**src/hw/rtl/ppec_ram.sv**
```systemverilog
`timescale 1ns / 1ps

module ppec_ram #(
  parameter int Width = 8,
  parameter int Depth = 16
) (
  input  logic                     clk,
  input  logic                     we,
  input  logic [$clog2(Depth)-1:0] waddr,
  input  logic [Width-1:0]         wdata,
  input  logic [$clog2(Depth)-1:0] raddr,
  output logic [Width-1:0]         rdata
);

  logic [Width-1:0] mem [Depth];

  always_ff @(posedge clk) begin
    if (we) begin
      mem[waddr] <= wdata;
    end
    rdata <= mem[raddr];
  end

endmodule

```
**config.mk**
```make
export PLATFORM = sky130hd
export DESIGN_NAME = ppec_ram
export DESIGN_NICKNAME = d
export VERILOG_FILES = /design/src/hw/rtl/ppec_ram.sv
export SDC_FILE = /design/constraint.sdc
export NUM_CORES = 1
export LEC_CHECK = 0
export BUFFER_PORTS_ARGS = -buffer_cell sky130_fd_sc_hd__buf_2
export CAP_MARGIN = 20
export CELL_PAD_IN_SITES_DETAIL_PLACEMENT = 1
export CELL_PAD_IN_SITES_GLOBAL_PLACEMENT = 1
export CORE_MARGIN = 5
export CORE_UTILIZATION = 53
export DETAILED_ROUTE_END_ITERATION = 10
export PLACE_DENSITY = 0.75
export SLEW_MARGIN = 30
export SYNTH_ARGS = -nofsm -noshare
export SYNTH_HDL_FRONTEND = slang
export SYNTH_SLANG_ARGS = --single-unit
export TNS_END_PERCENT = 50
```
**constraint.sdc**
```tcl
create_clock -name clk -period 2.2 [get_ports clk]
set_clock_uncertainty 0.15 [all_clocks]
set_input_delay 0.11 -clock clk [delete_from_list [all_inputs] [get_ports clk]]
set_output_delay 0.11 -clock clk [all_outputs]
set_load 0.02 [all_outputs]
```
## After elaboration in Yosys (flattened, before gate mapping)

Memories as Yosys holds them, arrays and structs flattened. A register that Yosys moved wholly into a read port is not among the register bits.
Index checks and enable logic that the tools add are counted.

- Memory bits (writable): 128
- Logic and storage cells: 3
- Output and inout port bits: 8
- Memory bits (read-only): 0
- Register bits: 0
- Memories: 1
- Latch bits: 0

- Bitwise operators: 0
- Multipliers: 0
- Multiplexer cells: 2
- $lt $le $gt $ge: 0
- Shift operators: 0
- Equal/unequal tests: 0
- Add/sub/neg operators: 0
- Div/mod/pow operators: 0
- Reduce and logical (&&, ||, !) cells: 0

Memory list:

| name | words | bits a word | read ports | clocked after memory_dff | wr ports | RTL line | RTL |
|---|---|---|---|---|---|---|---|
| mem | 16 | 8 | 1 | 1 | 1 | 15 | `logic [Width-1:0] mem [Depth];` |

Operators by type and width:

| operator | count |
|---|---|
| 2-to-1 mux 1 bit | 2 |

## Depth between registers and ports, before layout

Gate-level depths: netlist of the first run.

- Depth after elaboration: 2
- Gate-level depth with buffers: 5

## Worst setup path before layout of the first run

Ideal clock, no wire load.

- Path type: in2reg
- From: input port waddr[2]
- To: memory mem[0][0], enable pin
- Setup slack: 0.447 ns
- Data arrival time: 1.220 ns
- Data required time: 1.667 ns
- Library setup time: 0.383 ns
- Buffers on the path: 0
- Cell stages on the path: 2
- Path through: or3b_2 nor3_1

RTL lines:

| item | RTL line | RTL |
|---|---|---|
| start, declared | 9 | `input logic [$clog2(Depth)-1:0] waddr,` |
| end, declared | 15 |  |

Straight into the memory's write port.

## Worst setup path in the final report of the first run

- From: input port we
- To: memory mem[5][1], enable pin

- Cells in the longest elaborated chain, start to end: 2

Ends and longest elaborated chain:

| item | RTL line | RTL |
|---|---|---|
| start, declared | 8 | `input logic we,` |
| 2-to-1 mux 1 bit | 18 | `if (we) begin` |
| 2-to-1 mux 1 bit (implied by the code) | 19 | `mem[waddr] <= wdata;` |

Every way passes these cells.

==> results of run 1 <==
-- layer usage --
layer	track usage	part of all wire	vias to the layer above	wire length, um
met5	0	0	-	0
met4	0.0721	0.013	0	153
met3	0.0591	0.053	9	612
met2	0.351	0.50	101	5790
met1	0.293	0.43	1354	4990
li1	-	-	1117	-
-- critical path, delay by kind of cell --
| kind | cells | cell delay, ns |
|---|---|---|
| buffers and inverters | 4 | 1.81 |
| and+or+nand+nor | 2 | 0.26 |
-- cell families (layout without fill, tap and decap cells) --
family          count (synthesis)  count (layout)
compound gates                 16              16
buf+inv                        10              92
flops                         136             136
mux                            32              32
simple gates                   35              35
-- power groups by stage --
stage | Combinational, uW | Clock (uW) | Sequential [uW]
finish | 315 | 2810 | 2920
detailed placement | 297 | 0 | 2970
floorplan | 147 | 0 | 2980
CTS | 318 | 2860 | 2920
global placement | 283 | 0 | 2960
global route | 338 | 3010 | 2920
-- final cells by class --
| type | instances | area [um2] | share of cell area |
|---|---|---|---|
| clock inverter | 15 | 179 | 0.0285 |
| clock buffer | 17 | 414 | 0.0661 |
| tap | 133 | 166 | 0.0265 |
| timing repair buffer | 60 | 448 | 0.0715 |
| sequential | 136 | 4000 | 0.639 |
| multi-input combinational | 83 | 1060 | 0.169 |
-- registers in the layout, indices dropped and copies added (netlist names) --
name,count
rdata,8
mem,128
-- repair_timing --
action,in CTS,in global routing
resized for setup,0,0
hold buffers,14,0
endpoints found under the hold margin,137,0
-- layout by cell type (no fill, tap or decap), types with 3 or more instances in the layout --
cell type	count
edfxtp_1	128
buf_2	25
buf_4	19
mux4_2	18
a22oi_1	16
clkbuf_16	16
mux4_1	14
dlygate4sd3_1	14
nor2_1	13
nand2_1	9
dfxtp_1	8
nor3_1	4
clkinv_4	4
clkinvlp_4	4
clkinv_2	3
bufinv_16	3
-- worst min path at each step --
| stage | start | to | slack (ns) | depth (start not counted) |
|---|---|---|---|---|
| 2_1_floorplan | wdata[0] | mem[0][0]$_DFFE_PP_ | 0.06 | 0 |
| 3_3_place_gp | wdata[2] | mem[10][2]$_DFFE_PP_ | 0.34 | 1 |
| 3_5_place_dp | wdata[2] | mem[10][2]$_DFFE_PP_ | 0.35 | 1 |
| 4_1_cts | raddr[2] | rdata[4]$_DFF_P_ | 0.003 | 5 |
| 5_1_grt | raddr[3] | rdata[7]$_DFF_P_ | 0.04 | 5 |
| 6_report | raddr[3] | rdata[7]$_DFF_P_ | 0.04 | 5 |
-- metrics by stage --
step           setup slack [ns]  instances
2_1_floorplan             0.447        229
3_3_place_gp              0.487        398
3_5_place_dp              0.444        398
4_1_cts                   0.127        444
5_1_grt                 0.00398        444
6_report                 0.0878        444
-- synth_stat cells --
cell	number	share of area
edfxtp_1	128	0.75
mux4_2	18	0.079
a22oi_1	16	0.023
mux4_1	14	0.071
nor2_1	13	0.0095
nand2_1	9	0.0066
dfxtp_1	8	0.031
nor3_1	4	0.0039
buf_2	3	0.0029
buf_6	3	0.0066
clkdlybuf4s25_2	3	0.0058
nand2b_1	2	0.0024
nand3b_1	2	0.0029
and2_1	1	0.0012
and2b_1	1	0.0015
buf_4	1	0.0015
nand3_1	1	0.00097
nor2b_1	1	0.0012
or3b_2	1	0.0017
==> results.json, run 1 <==
{
  "status": "finished, final reports clean",
  "dr.pass1.iters": 4,
  "yosys.area_share.simple": 0.0318,
  "antenna_found_initial": 0,
  "max_freq_mhz": 473,
  "grt_util_all_layers": 0.219,
  "synth_area_mm2": 0.00515,
  "avgSynthCellArea_um2": 22.5,
  "power.share.clock": 0.465,
  "core_mm2": 0.00964,
  "synth_xor_area_frac": 0,
  "place_area_mm2": 0.00554,
  "post_drt_wl_per_cell_um": 26.0,
  "clock_sinks": 136,
  "clock_latency_ns": 0.52,
  "critPathMaxStageDelay_ns": 0.61,
  "antenna_left": 0,
  "p_per_area_mw_per_mm2": 964,
  "cts_buffer_depth": 2,
  "synth_top_family_by_area": "multiplexers",
  "cts-root-buf": "clkbuf_8",
  "min_period_ns": 2.11,
  "tightest_slew_ns": 0.395,
  "path_cells": "dlygate4sd3_1, buf_2, nand3b_1, dlygate4sd3_1, nor2_1, dlygate4sd3_1",
  "crit_start": "we",
  "grt-ovfl-total": 0,
  "slowest_stage": "dlygate4sd3_1",
  "drc": 0,
  "ys_seq_elements": 136,
  "worst_r2r_startpoint": "mem[2][2]$_DFFE_PP_",
  "synthMuxAreaShare": 0.150,
  "max_slew_margin": 0.737,
  "synthesis.nets": 247,
  "combPwrFrac": 0.052,
  "dieArea_mm2": 0.0118,
  "cts_buffers": 17,
  "seqPwrFrac": 0.482,
  "grt_pass1_vias": 2747,
  "final_nets": 316,
  "die_w_um": 109,
  "fill_cells": 823,
  "htree_levels": 4,
  "r2r-end": "rdata[2]$_DFF_P_",
  "crit_top_cell": "dlygate4sd3_1",
  "grt_max_degree": 33,
  "cp_max_fo": 4,
  "dpl.hpwl_um": 6940,
  "synthAdderAreaFrac": 0,
  "yosys.cell_types.count": 19,
  "start_util": 0.534,
  "diodes": 0,
  "rr_worst_depth": 3,
  "worst_ep_arrival_time_ns": 2.20,
  "total_power_uw": 6040,
  "hp-class": "input pin to flop",
  "whs_ns": 0.0390,
  "p_leak_uw": 0.00215,
  "layout-drive-gt1-share": 0.312,
  "fin_util": 0.650,
  "finalSetupViolCount": 0,
  "irDropWorstVdd_mv": 0.578,
  "io_pins": 26,
  "drt_wl_total_um": 11500,
  "grt_pass1_wl_um": 17700,
  "hold_viol": 0,
  "cts_tree": "done",
  "p_sw_uw": 1280,
  "maxCapViolCount": 0,
  "endpoint_kind": "flop",
  "yosysSeqAreaShare": 0.778,
  "place.gp.congestion": 0.793,
  "netlist_instances": 229,
  "internal_power_uw": 4760,
  "drtIter0Drc": 158,
  "switching_share": 0.213,
  "crit_end": "mem[5][1]$_DFFE_PP_",
  "num_rows": 36,
  "fin_area_mm2": 0.00627,
  "drv_slew": 0,
  "die_h_um": 109,
  "period_share": 0.960,
  "io_buffers": 25,
  "via_per_inst": 5.81,
  "path_class": "input pin to flop",
  "ys_warn_count": 0,
  "path_clk_slew_ns": 0.06,
  "vias": 2581,
  "cts_setup_buffers": 0,
  "r2r_setup_slack_ns": 0.61,
  "start_kind": "input pin",
  "rsz0062_at_grt": "no",
  "fin_setup_tns_ns": 0,
  "synthToLayoutAreaGrowth_pct": 21.8,
  "critPathRequiredTime_ns": 2.28,
  "synth_compound_area_frac": 0.0233
}
Power figures use the tool's default switching activity.
==> run 2: changes to the inputs <==
--- a/config.mk
+++ b/config.mk
@@ -10,9 +10,10 @@
 export CELL_PAD_IN_SITES_DETAIL_PLACEMENT = 1
 export CELL_PAD_IN_SITES_GLOBAL_PLACEMENT = 1
 export CORE_MARGIN = 5
-export CORE_UTILIZATION = 53
+export CORE_UTILIZATION = 48
 export DETAILED_ROUTE_END_ITERATION = 10
-export PLACE_DENSITY = 0.75
+export PLACE_DENSITY = 0.71
+export REMOVE_ABC_BUFFERS = 1
 export SLEW_MARGIN = 30
 export SYNTH_ARGS = -nofsm -noshare
 export SYNTH_HDL_FRONTEND = slang
==> constraint.sdc (replaced) <==
create_clock -name clk -period 1.9 [get_ports clk]
set_clock_uncertainty 0.15 [all_clocks]
set_input_delay 0.095 -clock clk [delete_from_list [all_inputs] [get_ports clk]]
set_output_delay 0.095 -clock clk [all_outputs]
set_load 0.02 [all_outputs]
==> run 2 against run 1 <==
Global-route usage down 3.7 points. Highest routed layer unchanged. Critical endpoint is now mem[0][2]$_DFFE_PP_. Cell count up 0.45%. Via count down 3.8%. First-iteration DRC count down 7.6%. Largest power group unchanged. Sequential share of layout area about the same. Critical path type unchanged. Sequential power up 16%. Register-to-register slack worse by 0.28 ns. Flip-flop and latch count unchanged. Die area up 9.4%. Clock-buffer cell count up 6.
==> results.json, run 2 (synthesis gave the netlist of run 1 again) <==
{
  "hold_path_startpoint": "waddr[3]",
  "post_drt_wl_per_cell_um": 23.6,
  "dr.pass1.iters": 4,
  "p_leak_uw": 0.00216,
  "drt_wl_total_um": 10500,
  "mostFrequentLayoutCells": "edfxtp_1, buf_2, mux4_2, buf_4",
  "antenna_left": 0,
  "final_nets": 315,
  "die_h_um": 114,
  "htree_levels": 4,
  "hold_end": "mem[2][7]$_DFFE_PP_",
  "total_power_uw": 7000,
  "worst_r2r_startpoint": "mem[1][0]$_DFFE_PP_",
  "grt_max_degree": 33,
  "die_w_um": 114,
  "layout-drive-gt1-share": 0.287,
  "r2r_setup_slack_ns": 0.33,
  "core_mm2": 0.0104,
  "cp_max_fo": 8,
  "fill_cells": 867,
  "cts_buffers": 17,
  "cts-root-buf": "clkbuf_8",
  "final_common_cell": "edfxtp_1",
  "hold_viol": 0,
  "worst_ep_arrival_time_ns": 1.70,
  "cts_setup_buffers": 0,
  "clock_sinks": 136,
  "hp-class": "input pin to flop",
  "r2r-end": "rdata[0]$_DFF_P_",
  "finalSetupViolCount": 0,
  "endpoint_kind": "flop",
  "layout_setup_ws_ns": 0.273,
  "period_share": 0.857,
  "dpl.hpwl_um": 6460,
  "drtIter0Drc": 146,
  "synthToLayoutAreaGrowth_pct": 21.8,
  "io_pins": 26,
  "holdPathStages": 4,
  "min_period_ns": 1.63,
  "drc": 0,
  "io_buffers": 25,
  "fin_setup_tns_ns": 0,
  "irDropWorstVdd_mv": 0.605,
  "largest_register": "mem",
  "tightest_slew_ns": 0.417,
  "max_slew_margin": 0.722,
  "grt_util_all_layers": 0.182,
  "grt_pass1_vias": 2719,
  "path_class": "input pin to flop",
  "largest_reg_flops": 128,
  "via_per_inst": 5.57,
  "place.gp.congestion": 0.710,
  "status": "finished, final reports clean",
  "grt_pass1_wl_um": 16600,
  "diodes": 0,
  "vias": 2484,
  "critPathRequiredTime_ns": 1.97,
  "num_rows": 37,
  "start_util": 0.496,
  "rr_worst_depth": 3,
  "cts_tree": "done",
  "rsz0062_at_grt": "no",
  "path_clk_slew_ns": 0.06,
  "cts_resized": 0,
  "cts_buffer_depth": 2,
  "drv_slew": 0,
  "antenna_found_initial": 0,
  "max_freq_mhz": 614,
  "start_kind": "input pin",
  "p_per_area_mw_per_mm2": 1120,
  "grt-ovfl-total": 0,
  "clock_latency_ns": 0.52,
  "maxCapViolCount": 0,
  "pre_cts_ws_ns": 0.143,
  "reg_top3": "mem: 128 flops, rdata: 8 flops",
  "dieArea_mm2": 0.0129
}
[run 2: critical path, stage by stage]
cell,delay (ns)
dlygate4sd3_1,0.52
buf_2,0.15
nor3_1,0.17
dlygate4sd3_1,0.57
buf_4,0.19
[run 2: where the power goes]
part | total, uW | internal (uW) | switching, uW | leakage (uW)
logic | 355 | 157 | 198 | 0.000652
clock network | 3270 | 2120 | 1150 | 0.000279
registers | 3380 | 3360 | 24.9 | 0.00122
[run 2: how the worst max path moves through the flow]
stage,from,endpoint,slack (ns)
6_report,waddr[1],mem[0][2]$_DFFE_PP_,0.27
5_1_grt,waddr[0],mem[0][5]$_DFFE_PP_,0.20
4_1_cts,waddr[1],mem[0][5]$_DFFE_PP_,0.29
3_5_place_dp,raddr[0],rdata[0]$_DFF_P_,0.14
3_3_place_gp,raddr[0],rdata[0]$_DFF_P_,0.19
2_1_floorplan,waddr[2],mem[0][0]$_DFFE_PP_,0.16
[run 2: through the flow]
step / utilization / std cells / area (um2) / hold WS [ns]
floorplan: - / 219 / 5060 / 0.0439
global placement: 0.535 / 401 / 5550 / 0.335
detailed placement: 0.535 / 401 / 5550 / 0.343
CTS: 0.604 / 446 / 6270 / 0.0731
global route: 0.604 / 446 / 6270 / 0.0874
finish: 0.604 / 446 / 6270 / 0.0879
[run 2: layer usage]
layer	part of all wire	wire length (um)	global-route usage	up-vias
li1	-	-	-	1107
met1	0.44	4660	0.243	1305
met2	0.51	5330	0.288	62
met3	0.037	387	0.0573	10
met4	0.012	127	0.0553	0
met5	0	0	0	-
[run 2: area by class of cell]
type	instances	area, um2	share of cell area
repair buffers	59	450	0.0719
clock buffers	23	437	0.0697
flip-flops and latches	136	4000	0.639
multi-input cells	83	1060	0.169
well taps	136	170	0.0272
clock inverters	9	149	0.0238
[run 2: timing repair]
item,CTS,global route
endpoints found under the setup margin,0,0
hold buffers,13,0
endpoints found under the hold margin,163,0
